`src/hw/rtl/bbs_pkg.sv`:
```
// Shared types, constants and register codes for the 3x3 box blur stream.
package bbs_pkg;

  // Pixel and coordinate widths
  localparam int CHAN_W     = 8;
  localparam int NUM_CHAN   = 3;
  localparam int COORD_W    = 10;

  // Configuration port
  localparam int CFG_IDX_W  = 2;
  localparam int CFG_DATA_W = 11;
  localparam int CHANS_W    = 2;

  localparam logic [CFG_IDX_W-1:0] REG_IMAGE_WIDTH   = 2'd0;
  localparam logic [CFG_IDX_W-1:0] REG_IMAGE_HEIGHT  = 2'd1;
  localparam logic [CFG_IDX_W-1:0] REG_CHANNEL_COUNT = 2'd2;

  // Frame size limits and reset values
  localparam int MAX_WIDTH_DEF  = 1024;
  localparam int MAX_HEIGHT_DEF = 1024;
  localparam int SIZE_MIN       = 3;
  localparam int SIZE_RST       = 1024;
  localparam int CHANS_RST      = 3;

  // Window and divide-by-nine arithmetic
  localparam int WIN_TAPS    = 9;
  localparam int SUM_W       = 12;
  localparam int DIV9_RECIP  = 7282;
  localparam int RECIP_W     = 13;
  localparam int DIV9_SHIFT  = 16;

  // Output queue
  localparam int FIFO_DEPTH  = 8;
  localparam int FIFO_AW     = 3;
  localparam int FIFO_CW     = 4;

  typedef logic [NUM_CHAN-1:0][CHAN_W-1:0] px_t;
  typedef logic [WIN_TAPS-1:0][CHAN_W-1:0] tap9_t;

  typedef struct packed {
    logic [COORD_W-1:0] row;
    logic [COORD_W-1:0] col;
  } coord_t;

  typedef struct packed {
    coord_t pos;
    px_t    chan;
  } res_t;

  // Queue status handed from the merge stage to the intake
  typedef struct packed {
    logic [FIFO_CW-1:0] count;
    logic               pop;
  } fifo_stat_t;

endpackage

```
`src/hw/rtl/bbs_stream_if.sv`:
```


interface bbs_out_if;
  import bbs_pkg::*;

  logic               valid;
  logic               ready;
  logic [COORD_W-1:0] out_row;
  logic [COORD_W-1:0] out_col;
  logic [CHAN_W-1:0]  chan0_out;
  logic [CHAN_W-1:0]  chan1_out;
  logic [CHAN_W-1:0]  chan2_out;

  modport source (output valid, output out_row, output out_col, output chan0_out,
                  output chan1_out, output chan2_out, input ready);
  modport sink   (input valid, input out_row, input out_col, input chan0_out,
                  input chan1_out, input chan2_out, output ready);
endinterface

```
`src/hw/rtl/bbs_merge.sv`:
```
// Merge stage: joins lane results with the pixel position and queues the words.
module bbs_merge (
  input  logic               clk,
  input  logic               rst_n,
  input  logic               push,
  input  bbs_pkg::coord_t    pos,
  input  bbs_pkg::px_t       lane_q,
  output bbs_pkg::fifo_stat_t stat,
  bbs_out_if.source          out_if
);
  import bbs_pkg::*;

  res_t                 mem [FIFO_DEPTH];
  res_t                 wr_word;
  res_t                 head;
  logic [FIFO_AW-1:0]   wr_ptr_r, wr_ptr_nxt;
  logic [FIFO_AW-1:0]   rd_ptr_r, rd_ptr_nxt;
  logic [FIFO_CW-1:0]   cnt_r, cnt_nxt;
  logic                 pop;

  assign wr_word.pos  = pos;
  assign wr_word.chan = lane_q;

  assign pop = out_if.valid & out_if.ready;

  // Advance pointers and occupancy
  always_comb begin
    wr_ptr_nxt = push ? FIFO_AW'(wr_ptr_r + FIFO_AW'(1)) : wr_ptr_r;
    rd_ptr_nxt = pop  ? FIFO_AW'(rd_ptr_r + FIFO_AW'(1)) : rd_ptr_r;
    cnt_nxt    = FIFO_CW'(cnt_r + FIFO_CW'(push) - FIFO_CW'(pop));
  end

  always_ff @(posedge clk) begin
    if (!rst_n) begin
      wr_ptr_r <= '0;
      rd_ptr_r <= '0;
      cnt_r    <= '0;
    end else begin
      wr_ptr_r <= wr_ptr_nxt;
      rd_ptr_r <= rd_ptr_nxt;
      cnt_r    <= cnt_nxt;
    end
  end

  // Store the merged word
  always_ff @(posedge clk) begin
    if (push) begin
      mem[wr_ptr_r] <= wr_word;
    end
  end

  // Present the queue head
  assign head             = mem[rd_ptr_r];
  assign out_if.valid     = (cnt_r != '0);
  assign out_if.out_row   = head.pos.row;
  assign out_if.out_col   = head.pos.col;
  assign out_if.chan0_out = head.chan[0];
  assign out_if.chan1_out = head.chan[1];
  assign out_if.chan2_out = head.chan[2];

  assign stat.count = cnt_r;
  assign stat.pop   = pop;

endmodule

```
`src/flat_wrapper.sv`:
```
// flat-port wrapper written by rule: the top's interface ports become plain ports
module bbs_merge_flat import bbs_pkg::*;
  (clk, rst_n, push, pos, lane_q, stat, out_if_valid, out_if_out_row, out_if_out_col, out_if_chan0_out, out_if_chan1_out, out_if_chan2_out, out_if_ready);
  bbs_out_if out_if_i ();
  input  logic clk;
  input  logic rst_n;
  input  logic push;
  input  bbs_pkg::coord_t pos;
  input  bbs_pkg::px_t lane_q;
  output bbs_pkg::fifo_stat_t stat;
  output wire logic [$bits(out_if_i.valid)-1:0] out_if_valid;
  output wire logic [$bits(out_if_i.out_row)-1:0] out_if_out_row;
  output wire logic [$bits(out_if_i.out_col)-1:0] out_if_out_col;
  output wire logic [$bits(out_if_i.chan0_out)-1:0] out_if_chan0_out;
  output wire logic [$bits(out_if_i.chan1_out)-1:0] out_if_chan1_out;
  output wire logic [$bits(out_if_i.chan2_out)-1:0] out_if_chan2_out;
  input wire logic [$bits(out_if_i.ready)-1:0] out_if_ready;
  assign out_if_valid = out_if_i.valid;
  assign out_if_out_row = out_if_i.out_row;
  assign out_if_out_col = out_if_i.out_col;
  assign out_if_chan0_out = out_if_i.chan0_out;
  assign out_if_chan1_out = out_if_i.chan1_out;
  assign out_if_chan2_out = out_if_i.chan2_out;
  assign out_if_i.ready = out_if_ready;
  bbs_merge u_core (.clk(clk), .rst_n(rst_n), .push(push), .pos(pos), .lane_q(lane_q), .stat(stat), .out_if(out_if_i));
endmodule
```
`config.mk`:
```
export PLATFORM = sky130hd
export DESIGN_NAME = bbs_merge_flat
export DESIGN_NICKNAME = d
export VERILOG_FILES = /design/src/hw/rtl/bbs_pkg.sv /design/src/hw/rtl/bbs_stream_if.sv /design/src/hw/rtl/bbs_merge.sv /design/src/flat_wrapper.sv
export SDC_FILE = /design/constraint.sdc
export NUM_CORES = 1
export LEC_CHECK = 0
export BUFFER_PORTS_ARGS = -buffer_cell sky130_fd_sc_hd__buf_2
export CAP_MARGIN = 20
export CORE_MARGIN = 2
export CORE_UTILIZATION = 55
export DETAILED_ROUTE_END_ITERATION = 10
export GPL_TIMING_DRIVEN = 0
export HOLD_SLACK_MARGIN = 0.06
export PLACE_DENSITY = 0.7
export SLEW_MARGIN = 20
export SYNTH_ARGS = -nofsm -noshare
export SYNTH_HDL_FRONTEND = slang
export SYNTH_SLANG_ARGS = --single-unit
```
`constraint.sdc`:
```
create_clock -name clk -period 6.9 [get_ports clk]
set_input_delay 1.035 -clock clk [delete_from_list [all_inputs] [get_ports clk]]
set_output_delay 1.035 -clock clk [all_outputs]
set_load 0.03 [all_outputs]
```
After elaboration in Yosys (flattened, before gate mapping):

Memories as Yosys holds them, arrays and structs flattened. A register that Yosys moved wholly into a read port is not among the register bits.
Cells that the tools add are included.

* register bits after elaboration: 10
* bits in writable memories: 352
* bits of input ports: 48
* output and inout bits: 50
* logic and storage cells: 14
* memories kept: 1

* add/sub/neg operators: 4
* mux-type cells: 4
* bitwise operators: 1
* reductions and logical operators: 1

Memory list
* u_core.mem: words 8, bits a word 44, rd ports 1, clocked after memory_dff 1, wr ports 1, line bbs_merge.sv:13 `res_t mem [FIFO_DEPTH];`

Operators with widths (count)
* adder 3 x 1 -> 3 bit (second input constant): 2
* two-way mux 3 bit: 2
* adder 4 x 1 -> 4 bit: 1
* nonzero test 4 bit: 1
* subtractor 4 x 1 -> 4 bit: 1
* two-way mux 1 bit: 2
* bitwise AND 1 bit: 1

Depth between registers and ports, before layout:

* depth in word-level cells: 4
* gate-level depth with buffers: 10
* mapped depth without buffers: 10

Worst setup path after synthesis:

Ideal clock, no wire load.

* path kind: input to register
* start: input push
* end: memory u_core.mem[0][0] in the netlist's numbering, enable pin
* setup time: 0.500 ns
* arrival time: 4.140 ns
* data required time: 6.400 ns
* setup slack: 2.260 ns
* stages: 2
* path buffers: 0
* path through: nand2b_1 > nor3_1

* longest elaborated chain between the ends: 2

Ends and longest elaborated chain
* start, declared: line flat_wrapper.sv:7 `input logic push;`
* two-way mux 1 bit: line bbs_merge.sv:47 `if (push) begin`
* two-way mux 1 bit (implied by the code): line bbs_merge.sv:48 `mem[wr_ptr_r] <= wr_word;`
* end, declared: line bbs_merge.sv:13

No other way between the ends.

==> results.sh <==
export IMPL_initial_core_util_pct=55.66
export IMPL_cts_hold_buf=0
export IMPL_wl_um=26480
export IMPL_fmax_mhz=265.5
export IMPL_nNetsFinal=801
export IMPL_dpl_hpwl_um=17350
export IMPL_grt_pass1_wl_um=40440
export IMPL_via_per_inst=5.819
export IMPL_required_ns=5.86
export IMPL_whs_path_depth=2
export IMPL_drv_cap=0
export IMPL_setup_viol=0
export IMPL_antenna_found_initial=4
export IMPL_drt_iter0_drc=414
export IMPL_h_tree_depth=2
export IMPL_synth_area_leaders="edfxtp_1 (76%), mux4_2 (14%), mux2_2 (2.4%), dfxtp_1 (1.9%), mux2_4 (1.5%)"
export IMPL_dp_slack_ns=3.632
export IMPL_clock_sinks=365
export IMPL_avgRoutedWirePerCell_um=24.14
export IMPL_worstSetupPathType="flip-flop to output pin"
export IMPL_p_leak_nw=5.401
export IMPL_die_area_um2=26630
export IMPL_post_cts_buffers=0
export IMPL_rows=58
export IMPL_synth_avg_cell_area_um2=23.90
export IMPL_grt_setup_unrepaired="no"
export IMPL_netlist_instances=583
export IMPL_ios=98
export IMPL_synth_seq_cells=365
export IMPL_reg2reg_to="u_core.cnt_r[3]"
export IMPL_hold_end="u_core.rd_ptr_r[2]"
export IMPL_synth_top_cell_area_share_pct=75.85
export IMPL_cts_path_max_buffers=3
export IMPL_layout_drive_gt1_share_pct=42.56
export IMPL_synthDistinctLibCells=28
export IMPL_grt_overflow_total=0
export IMPL_cts_buffers=37
export IMPL_finalHoldViolCount=0
export IMPL_max_slew_worst_pin_slew_ns=0.9286
export IMPL_ant_nets=0
export IMPL_rrSetupSlack_ns=4.64
export IMPL_die_y_um=163.2
export IMPL_period_needed_ns=3.766
export IMPL_setup_slack_ns=3.134
export IMPL_gp_congestion=0.7123
export IMPL_yosysTopAreaCell="edfxtp_1"
export IMPL_fp_dieW_um=163.2
export IMPL_endpoint_kind="output pin"
export IMPL_grt_max_degree=22
export IMPL_clock_latency_ns=0.51
export IMPL_finalSetupTns_ns=0
export IMPL_clock_skew_ns=0.008625
export IMPL_route_detailed_drc=0
export IMPL_ctsResizeCount=0
export IMPL_ir_worst_vdd_mv=0.2745
export IMPL_yosysSeqAreaShare_pct=77.72
export IMPL_status="finished, final reports clean"
export IMPL_min_period_over_period_pct=54.58
export IMPL_drv_slew=0
export IMPL_pwr_density_cell_nw_per_um2=324.4
export IMPL_r2r_start="u_core.cnt_r[2]"
export IMPL_dr_pass1_iters=5
export IMPL_vias=6383
export IMPL_io_buffers=97
export IMPL_clk_pin_slew_ns=0.06
export IMPL_area_growth_syn_to_layout_pct=18.14
export IMPL_syn_area_um2=13940
export IMPL_grt_usage_pct=20.84
export IMPL_cts_tree="yes"
export IMPL_hp_class="flip-flop to flip-flop"
export IMPL_slew_limit_headroom_pct=38.10
export IMPL_arrival_ns=2.73
export IMPL_grt_pass1_vias=6901
export IMPL_worst_setup_path_start_kind="flip-flop"
export IMPL_yosysWarnings=0
export IMPL_r2r_cells=10
export IMPL_cp_max_fo=10
export IMPL_syn_nets=638
export IMPL_core_um2=25040
export IMPL_cts_root_buffer="clkbuf_16"
export IMPL_hold_start="u_core.rd_ptr_r[2]"
-- cell usage in the layout, fill, tap and decap left out, types with 7 or more instances in the layout --
cell / netlist / final
buf_12: 3 / 9
buf_16: 0 / 9
buf_2: 10 / 107
buf_4: 1 / 9
clkbuf_1: 12 / 20
clkbuf_16: 0 / 37
dfxtp_1: 13 / 13
edfxtp_1: 352 / 352
mux2_2: 30 / 30
mux2_4: 14 / 14
mux2i_1: 7 / 7
mux4_2: 88 / 88
nand2_1: 9 / 9
-- worst max-delay path, stage by stage, from the launching register on --
cell and delay (ns):
dfxtp_1 0.31, clkbuf_1 0.34, buf_2 0.37, buf_2 0.36, mux4_2 0.35, mux2_2 0.30, buf_2 0.18
-- kinds of logic (layout without fill, tap and decap cells) --
logic type      Yosys count  after routing  synth area share (%)
mux                     139            139                 18.66
xor+xnor                  3              3                0.1886
flops                   365            365                 77.72
simple gates             33             33                 1.212
buf+inv                  32            215                 1.383
other cells               0              1                     0
compound gates            4              4                0.1616
fa+ha+maj                 7              7                0.6823
-- routing by layer --
metal	share of wire, %	track usage, %	wire length [um]
met1	41	27.42	10770
met2	52	36.29	13660
met3	5.9	4.190	1564
met4	1.7	4.867	448
met5	0.15	0	41
-- through the flow --
stage / power (W) / instance area (um2) / util (%) / hold WS, ns / instances
global route: 0.005538 / 16460 / 65.75 / 0.5267 / 1096
CTS: 0.005398 / 16460 / 65.75 / 0.4839 / 1096
finish: 0.005340 / 16460 / 65.76 / 0.4866 / 1097
detailed placement: 0.003566 / 15360 / 61.36 / 0.4758 / 1037
global placement: 0.003522 / 14830 / 59.25 / 0.4619 / 1010
floorplan: 0.003281 / 13940 / - / 0.4516 / 583
-- where the power goes --
part | switching [W] | internal [W] | total (W)
combinational | 0.000554 | 0.000422 | 0.000976
clock | 0.000749 | 0.00109 | 0.00184
sequential | 0.0000250 | 0.00250 | 0.00253
-- synthesized netlist by cell type --
cell,n
dfxtp_1,13
a21oi_1,1
nor2b_1,2
nand4b_1,1
buf_12,3
mux2_2,30
nand2b_1,6
ha_1,6
buf_6,1
nand2_1,9
and3_1,1
fa_1,1
nor3_1,2
mux2i_1,7
mux2_4,14
xor2_1,1
inv_1,5
a21o_1,1
o21ai_0,2
nor2_1,7
or3b_2,1
buf_2,10
xnor2_1,2
mux4_2,88
clkbuf_1,12
edfxtp_1,352
and2_1,4
buf_4,1
-- worst max path at each step --
stage | start | to | slack [ns] | depth (start not counted)
2_1_floorplan | push | u_core.mem[0][0] | 2.26 | 2
3_3_place_gp | push | u_core.mem[0][32] | -0.96 | 3
3_5_place_dp | flip-flop | out_if_out_col[1] | 3.63 | 6
4_1_cts | flip-flop | out_if_out_col[1] | 3.08 | 6
5_1_grt | flip-flop | out_if_out_col[1] | 2.96 | 6
6_report | flip-flop | out_if_out_col[1] | 3.13 | 6
-- flip-flops by register name, summed over array words and instances (netlist names), named ones only --
name and count:
u_core.mem 352, u_core.cnt_r 4, u_core.rd_ptr_r 3, u_core.wr_ptr_r 3
-- layout make-up --
type                       instances  area, um2
antenna                            1      2.502
buffer                            27      173.9
clock buffer                      45      955.9
clock inverter                    14      142.6
fill                            1622       8573
inverter                           5      18.77
multi-input combinational        186       2968
sequential                       365      10830
tap                              330      412.9
timing repair buffer             124      958.4
Power figures use the tool's default switching activity.
