## src/hw/rtl/bbs_pkg.sv

```systemverilog
// Shared types, constants and register codes for the 3x3 box blur stream.
package bbs_pkg;

  // Pixel and coordinate widths
  localparam int CHAN_W     = 8;
  localparam int NUM_CHAN   = 3;
  localparam int COORD_W    = 10;

  // Configuration port
  localparam int CFG_IDX_W  = 2;
  localparam int CFG_DATA_W = 11;
  localparam int CHANS_W    = 2;

  localparam logic [CFG_IDX_W-1:0] REG_IMAGE_WIDTH   = 2'd0;
  localparam logic [CFG_IDX_W-1:0] REG_IMAGE_HEIGHT  = 2'd1;
  localparam logic [CFG_IDX_W-1:0] REG_CHANNEL_COUNT = 2'd2;

  // Frame size limits and reset values
  localparam int MAX_WIDTH_DEF  = 1024;
  localparam int MAX_HEIGHT_DEF = 1024;
  localparam int SIZE_MIN       = 3;
  localparam int SIZE_RST       = 1024;
  localparam int CHANS_RST      = 3;

  // Window and divide-by-nine arithmetic
  localparam int WIN_TAPS    = 9;
  localparam int SUM_W       = 12;
  localparam int DIV9_RECIP  = 7282;
  localparam int RECIP_W     = 13;
  localparam int DIV9_SHIFT  = 16;

  // Output queue
  localparam int FIFO_DEPTH  = 8;
  localparam int FIFO_AW     = 3;
  localparam int FIFO_CW     = 4;

  typedef logic [NUM_CHAN-1:0][CHAN_W-1:0] px_t;
  typedef logic [WIN_TAPS-1:0][CHAN_W-1:0] tap9_t;

  typedef struct packed {
    logic [COORD_W-1:0] row;
    logic [COORD_W-1:0] col;
  } coord_t;

  typedef struct packed {
    coord_t pos;
    px_t    chan;
  } res_t;

  // Queue status handed from the merge stage to the intake
  typedef struct packed {
    logic [FIFO_CW-1:0] count;
    logic               pop;
  } fifo_stat_t;

endpackage

```

## src/hw/rtl/bbs_lane.sv

```systemverilog
// One channel lane: sums the nine window taps and divides the sum by nine.
module bbs_lane (
  input  logic                      clk,
  input  bbs_pkg::tap9_t            taps,
  input  logic                      lane_on,
  output logic [bbs_pkg::CHAN_W-1:0] q_r
);
  import bbs_pkg::*;

  localparam int PROD_W = SUM_W + RECIP_W;

  logic [SUM_W-1:0]  row_sum [3];
  logic [SUM_W-1:0]  sum_nxt;
  logic [SUM_W-1:0]  sum_r;
  logic              on_r;
  logic [PROD_W-1:0] prod;
  logic [CHAN_W-1:0] q_nxt;

  // Add each window row, then the three row sums
  always_comb begin
    for (int r = 0; r < 3; r++) begin
      row_sum[r] = SUM_W'(taps[3*r]) + SUM_W'(taps[3*r+1]) + SUM_W'(taps[3*r+2]);
    end
    sum_nxt = row_sum[0] + row_sum[1] + row_sum[2];
  end

  // Divide by nine through the scaled reciprocal; drop inactive channels
  always_comb begin
    prod  = PROD_W'(sum_r) * PROD_W'(DIV9_RECIP);
    q_nxt = on_r ? prod[DIV9_SHIFT +: CHAN_W] : '0;
  end

  always_ff @(posedge clk) begin
    sum_r <= sum_nxt;
    on_r  <= lane_on;
    q_r   <= q_nxt;
  end

endmodule

```

## config.mk

```make
export PLATFORM = sky130hd
export DESIGN_NAME = bbs_lane
export DESIGN_NICKNAME = d
export VERILOG_FILES = /design/src/hw/rtl/bbs_pkg.sv /design/src/hw/rtl/bbs_lane.sv
export SDC_FILE = /design/constraint.sdc
export NUM_CORES = 1
export LEC_CHECK = 0
export BUFFER_PORTS_ARGS = -buffer_cell sky130_fd_sc_hd__buf_2
export CORE_MARGIN = 5
export CORE_UTILIZATION = 62
export DETAILED_ROUTE_END_ITERATION = 16
export PLACE_DENSITY = 0.85
export SKIP_LAST_GASP = 1
export SLEW_MARGIN = 20
export SYNTH_ARGS = -nofsm -noshare
export SYNTH_HDL_FRONTEND = slang
export SYNTH_SLANG_ARGS = --single-unit
```

## constraint.sdc

```tcl
create_clock -name clk -period 11.3 [get_ports clk]
set_input_delay 2.26 -clock clk [delete_from_list [all_inputs] [get_ports clk]]
set_output_delay 2.26 -clock clk [all_outputs]
set_load 0.02 [all_outputs]
```

* Word-level counts from Yosys, hierarchy flattened
Index checks and enable logic that the tools add are counted.
** Word-level totals
- Register bits after elaboration :: 21
- Output and inout bits :: 8
- Word-level logic and storage cells :: 12
** Operators by class
- Add/sub/neg operators :: 8
- Multipliers :: 1
** Operators with widths (number)
- $add 9x8->10 :: 3
- $add 8x8->9 :: 3
- $mul 12x12->23 const B :: 1
- $add 11x10->12 :: 1
- $add 10x10->11 :: 1

* Depth between registers and ports, before layout
Gate-level depths: netlist (run 1).
- Depth after elaboration :: 4
- Mapped depth :: 18
- Mapped depth without buffers :: 18

* Worst setup path before layout (run 1)
OpenSTA, ideal clock, no wires.
- Kind :: input to register
- Start point :: in taps[2] (netlist name)
- End point :: reg sum_r[10]
- Setup time :: 119 ps
- Arrival time :: 5843 ps
- Setup slack :: 5337 ps
- Stages :: 17
- Path buffers :: 0
- Path through :: inv_1 fa_1 inv_1 fa_1 fa_1 inv_1 fa_1 inv_1 ha_1 inv_1 fa_1 nor2b_1 o21ai_1 a21boi_1 o21a_1 o41a_1 xor2_1
** On the way
- Cells in the longest elaborated chain, start to end :: 4
** Ends and longest elaborated chain
- start: declaration :: line bbs_lane.sv:4 : input bbs_pkg::tap9_t taps,
- $add 8x8->9 :: line bbs_lane.sv:22 : row_sum[r] = SUM_W'(taps[3*r]) + SUM_W'(taps[3*r+1]) + SUM_W'(taps[3*r+2]);
- $add 9x8->10 :: line bbs_lane.sv:22
- $add 10x10->11 :: line bbs_lane.sv:24 : sum_nxt = row_sum[0] + row_sum[1] + row_sum[2];
- $add 11x10->12 :: line bbs_lane.sv:24
- net sum_nxt[10] :: line bbs_lane.sv:13 : logic [SUM_W-1:0] sum_nxt;
- end signal: assignment :: line bbs_lane.sv:34 : sum_r <= sum_nxt;
- end: declaration :: line bbs_lane.sv:14 : logic [SUM_W-1:0] sum_r;
The timed path passes the listed nets, and every way through them passes these cells.
A chain may end at the register's enable or synchronous reset.

* Worst setup path in the final report (run 1)
Same ends and word-level chain as after synthesis.

==> reports/qor.yml, run 1 <==
worstHoldStart: "on_r"
die_area_um2: 8630
routed_wl_um: 8110
io_buffers: 81
vias: 3061
first_global_vias: 3265
dp_hpwl_um: 7560
r2r_slack_ps: 6680
syn_inst: 425
met2_length_um: 4520
ctsResizeCount: 0
grt_pass1_wl_um: 13900
outcome: "finished, final reports clean"
worst_slew_pin_slew_ps: 390
nets: 747
placed_area_um2: 4760
path_clk_slew_ps: 90
ios: 82
synth_seq_area_share_pct: 9.87
clkSinkCount: 21
maxSlewHeadroom_pct: 73.9
cts_made_buffers: 3
layout-drive-gt1-share_pct: 18.5
slew_viol_final: 0
fin_skew_ps: 7.67
fill_cells: 493
met3_wirelength_um: 241
synthArstFlopShare_pct: 0
postLayoutCellArea_um2: 4810
wl_met1_um: 3260
drv_cap: 0
hp-class: "register to register"
htreeDepth: 1
track_usage_pct: 20.1
min_period_ps: 5960
die_w_um: 92.9
ant_nets: 0
yosysUniqueCellTypes: 38
postCtsHoldBufs: 0
fin_ws_ps: 5340
pre_cts_slack_ps: 5050
hold_viol: 0
crit_arrival_ps: 6130
dr.pass1.iters: 4
grt_max_degree: 14
cp.required_ps: 11470
setup_tns_ps: 0
max_freq_mhz: 168
gp_congestion: 0.876
ys_seq_elements: 21
startpoint: "taps[2]"
crit-reg2reg-launch: "sum_r[3]"
viasPerCell: 5.20
avgRoutedWirePerCell_um: 13.8
synth_area_um2: 4260
coreArea_um2: 6760
crit_type: "input pin to register"
synth_ff_type: "dfxtp_1"
synth_edf_count: 0
startpoint_type: "input pin"
rsz0062_at_grt: "false"
area_growth_pct: 12.9
antenna_found_initial: 0
period_share_pct: 52.7
cts_tree: "built"
rows: 30
final_cell_mix: "inv_1 (124), fa_1 (83), buf_2 (81)"
die_h_um: 92.9
avgSynthCellArea_um2: 10.0
crit_fanout: 2
drt_iter0_markers: 77
clk_path_buf_depth: 2
top_layer_used: "met4"
clock_latency_ps: 270
diodes: 0
drc: 0
setup_viol: 0
grt_overflow: 0
postCtsSetupBuffers: 0
final_common_cell: "inv_1"
syn_nets: 662
yosysWarnings: 0
cts-root-buf: "clkbuf_8"
start_util_pct: 63.0
setup.worst_path.end_class: "register"
[final cells by class]
| type | instances | area, um2 | share of cell area [%] |
|---|---|---|---|
| Sequential cell | 21 | 420 | 8.74 |
| Clock inverter | 1 | 7.51 | 0.156 |
| Inverter | 124 | 465 | 9.68 |
| Clock buffer | 3 | 41.3 | 0.859 |
| Timing Repair Buffer | 81 | 405 | 8.43 |
| Tap cell | 80 | 100 | 2.08 |
| Multi-Input combinational cell | 279 | 3370 | 70.0 |
[final timing paths]
| kind | to | depth (start not counted) |
|---|---|---|
| worst max-delay path | sum_r[10] | 18 |
| worst min-delay path | q_r[3] | 2 |
| worst max register to register | q_r[5] | 16 |
| worst min register to register | q_r[3] | 2 |
[logic make-up (layout without fill, tap and decap cells)]
kind of cell               count (synthesis)  in the layout  share of synthesized area (%)
adders and majority gates                163            163                           62.5
buffers and inverters                    125            209                           11.0
and+or+nand+nor                           56             56                           6.08
AOI/OAI and AO/OA                         46             46                           7.37
DFF                                       21             21                           9.87
xor gates and xnor gates                  12             12                           2.64
muxes                                      2              2                          0.470
[registers in the layout, summed over array words and instances (netlist names)]
register  flops
q_r           8
on_r          1
sum_r        12
[cell usage after synthesis, drive strengths merged, types with 4 or more instances]
master | number | area, um2
nor2 | 15 | 56.3
fa | 83 | 1660
nand2 | 17 | 63.8
nand3 | 4 | 20.0
nor3 | 9 | 45.0
dfxtp | 21 | 420
xnor2 | 10 | 95.1
ha | 80 | 1000
a21oi | 11 | 58.8
o21a | 4 | 30.0
a31oi | 4 | 25.0
o21ai | 13 | 68.8
inv | 124 | 465
[routing by layer]
metal,vias to the layer above,track usage [%]
met3,6,2.11
met2,51,37.6
met4,0,3.79
met1,1516,25.3
met5,-,0
li1,1488,-
[worst max-delay path, cell delays in order]
cell and delay, ps:
buf_2 70, inv_1 40, fa_1 530, inv_1 60
fa_1 500, fa_1 550, inv_1 60, fa_1 520
inv_1 40, ha_1 210, inv_1 70, fa_1 200
nor2b_1 60, o21ai_1 160, a21boi_1 110, o21a_1 200
o41a_1 330, xor2_1 140
[metrics by stage]
| step | instances | hold slack (ps) | util [%] |
|---|---|---|---|
| 2_1_floorplan | 425 | 506 | - |
| 3_3_place_gp | 585 | 536 | 70.4 |
| 3_5_place_dp | 585 | 552 | 70.4 |
| 4_1_cts | 589 | 565 | 71.2 |
| 5_1_grt | 589 | 592 | 71.2 |
| 6_report | 589 | 567 | 71.2 |
Power of run 1 is left out: the tool's default activity adds up to more than one toggle a clock period on the data nets, which glitch-free logic cannot reach.
==> inputs of run 2 (changes only) <==
--- a/config.mk
+++ b/config.mk
@@ -5,11 +5,12 @@
 export SDC_FILE = /design/constraint.sdc
 export NUM_CORES = 1
 export LEC_CHECK = 0
+export ABC_AREA = 1
 export BUFFER_PORTS_ARGS = -buffer_cell sky130_fd_sc_hd__buf_2
 export CORE_MARGIN = 5
-export CORE_UTILIZATION = 62
+export CORE_UTILIZATION = 58
 export DETAILED_ROUTE_END_ITERATION = 16
-export PLACE_DENSITY = 0.85
+export PLACE_DENSITY = 0.79
 export SKIP_LAST_GASP = 1
 export SLEW_MARGIN = 20
 export SYNTH_ARGS = -nofsm -noshare
==> constraint.sdc (replaced) <==
create_clock -name clk -period 5.92 [get_ports clk]
set_input_delay 1.184 -clock clk [delete_from_list [all_inputs] [get_ports clk]]
set_output_delay 1.184 -clock clk [all_outputs]
set_load 0.02 [all_outputs]
==> reports/qor.yml, run 2 <==
setup_tns_ps: 0  # unchanged
track_usage_pct: 19.4  # -0.75 points
cp.required_ps: 6120  # -5350 ps
synthArstFlopShare_pct: 0  # unchanged
ant_nets: 0  # unchanged
viasPerCell: 5.02  # -3.4%
postCtsHoldBufs: 0  # unchanged
worstHoldStart: "on_r"
max_freq_mhz: 215
synth.top_cell.area_share_pct: 36.3  # -2.7 points
htreeDepth: 1  # unchanged
cts-root-buf: "clkbuf_8"
outcome: "finished, final reports clean"
largest_reg_flops: 12  # unchanged
slew_viol_final: 0  # unchanged
cts_tree: "built"
ios: 82  # unchanged
min_period_ps: 4650
grt_pass1_wl_um: 15600  # +12%
setup.worst_path.end_class: "register"
grt_overflow: 0  # unchanged
holdPathEnd: "q_r[3]"
maxSlewHeadroom_pct: 76.9  # +3.0 points
start_util_pct: 59.3  # -3.8 points
crit_arrival_ps: 4850  # -1280 ps
clk_path_buf_depth: 2  # unchanged
clkSinkCount: 21  # unchanged
largest_register: "sum_r"
synth_edf_count: 0  # unchanged
cts_made_buffers: 3  # unchanged
fin_skew_ps: 0.912  # -6.76 ps
final_util_pct: 66.7  # -4.5 points
startpoint_type: "input pin"
avgRoutedWirePerCell_um: 12.8  # -7.4%
synth_ff_type: "dfxtp_1"
syn_inst: 513  # +21%
yosysWarnings: 0  # unchanged
nets: 835  # +12%
rsz0062_at_grt: "false"
hold_viol: 0  # unchanged
worst_slew_pin_slew_ps: 346  # -43.4 ps
path_clk_slew_ps: 80  # about the same
setup_viol: 0  # unchanged
coreArea_um2: 7730  # +14%
rows: 32  # +6.7%
r2r_slack_ps: 1440  # -5240 ps
drv_cap: 0  # unchanged
avgSynthCellArea_um2: 8.93  # -11%
r2r_cells: 20  # +4
area_growth_pct: 12.5
io_buffers: 81  # unchanged
first_global_vias: 3648  # +12%
diodes: 0  # unchanged
vias: 3509  # +15%
final_common_cell: "inv_1"
ctsResizeCount: 0  # unchanged
synth_area_leaders: "fa_1 (36%), ha_1 (22%), inv_1 (12%)"
synth_seq_area_share_pct: 9.18  # -0.69 points
die_w_um: 98.9  # +6.4%
rr_endpoint: "q_r[4]"
synth_area_um2: 4580  # +7.5%
antenna_found_initial: 0  # unchanged
dp_hpwl_um: 8520  # +13%
crit_fanout: 3  # +1
layout-drive-gt1-share_pct: 18.3  # -0.21 points
routed_wl_um: 8920  # +9.9%
reg_top3: "sum_r: 12 flops, q_r: 8 flops, on_r: 1 flops"
ys_top_cells_by_count: "inv_1 (143), fa_1 (83), ha_1 (80), nand2_1 (67), nor2_1 (27)"
grt_max_degree: 13  # -1
postCtsSetupBuffers: 0  # unchanged
crit_type: "input pin to register"
die_area_um2: 9780  # +13%
dr.pass1.iters: 4  # unchanged
final_cell_mix: "inv_1 (143), fa_1 (83), buf_2 (81)"
clock_latency_ps: 260  # about the same
yosysMostFrequentCell: "inv_1"
yosysUniqueCellTypes: 34  # -11%
synth_top_cell_by_area: "fa_1"
period_share_pct: 78.5
whs_path_depth: 2  # unchanged
hp-class: "register to register"
ys_seq_elements: 21  # unchanged
drt_iter0_markers: 105  # +36%
syn_nets: 750  # +13%
die_h_um: 98.9  # +6.4%
drc: 0  # unchanged
gp_congestion: 0.896  # +2.2%
crit-reg2reg-launch: "sum_r[3]"
## run 2: logic make-up after synthesis
kind of cell             Yosys count  share of synthesized area [%]
adder cells (fa/ha/maj)          163                           58.1
buffers and inverters            149                           12.2
AND/OR/NAND/NOR                  127                           12.1
AO/OA/AOI/OAI                     42                           6.06
flip-flops                        21                           9.18
XOR/XNOR                          11                           2.27
## run 2: worst max-delay path, cell delays in order
cell,delay [ps]
buf_2,80
inv_1,50
fa_1,540
inv_1,60
fa_1,500
fa_1,540
inv_1,50
fa_1,460
inv_1,70
ha_1,190
inv_1,70
fa_1,420
o21ai_2,220
a21oi_1,100
o21ai_1,170
xor2_1,150
## run 2: worst max path at each step
| stage | startpoint | end | slack, ps | cells past startpoint |
|---|---|---|---|---|
| floorplan | taps[2] | sum_r[8] | 1300 | 15 |
| global placement | taps[2] | sum_r[8] | 1110 | 16 |
| detailed placement | taps[2] | sum_r[8] | 980 | 16 |
| CTS | taps[2] | sum_r[8] | 1250 | 16 |
| global route | taps[2] | sum_r[8] | 1030 | 16 |
| finish | taps[2] | sum_r[8] | 1270 | 16 |
## run 2: routing by layer
metal / GRT usage [%] / up-vias / routed length [um]
li1: - / 1718 / -
met1: 25.3 / 1713 / 3830
met2: 33.8 / 69 / 4550
met3: 3.33 / 9 / 435
met4: 3.99 / 0 / 97
met5: 0 / - / 0
## run 2: final cells by class
class	count	area [um2]
clock buffers	3	41.3
clock inverters	1	5.00
fillers	648	2570
inverters	148	556
multi-input cells	343	3600
flip-flops and latches	21	420
well taps	102	128
repair buffers	81	405
## run 2: stage by stage
step                      area (um2)  std cells  setup slack, ps  hold slack (ps)
after global placement          5110        695             1110              546
after detailed placement        5110        695              980              548
after CTS                       5150        699             1250              558
final                           5150        699             1270              557
after global routing            5150        699             1030              588
after floorplan                 4580        513             1300              553
Power of run 2 is left out for the same reason.
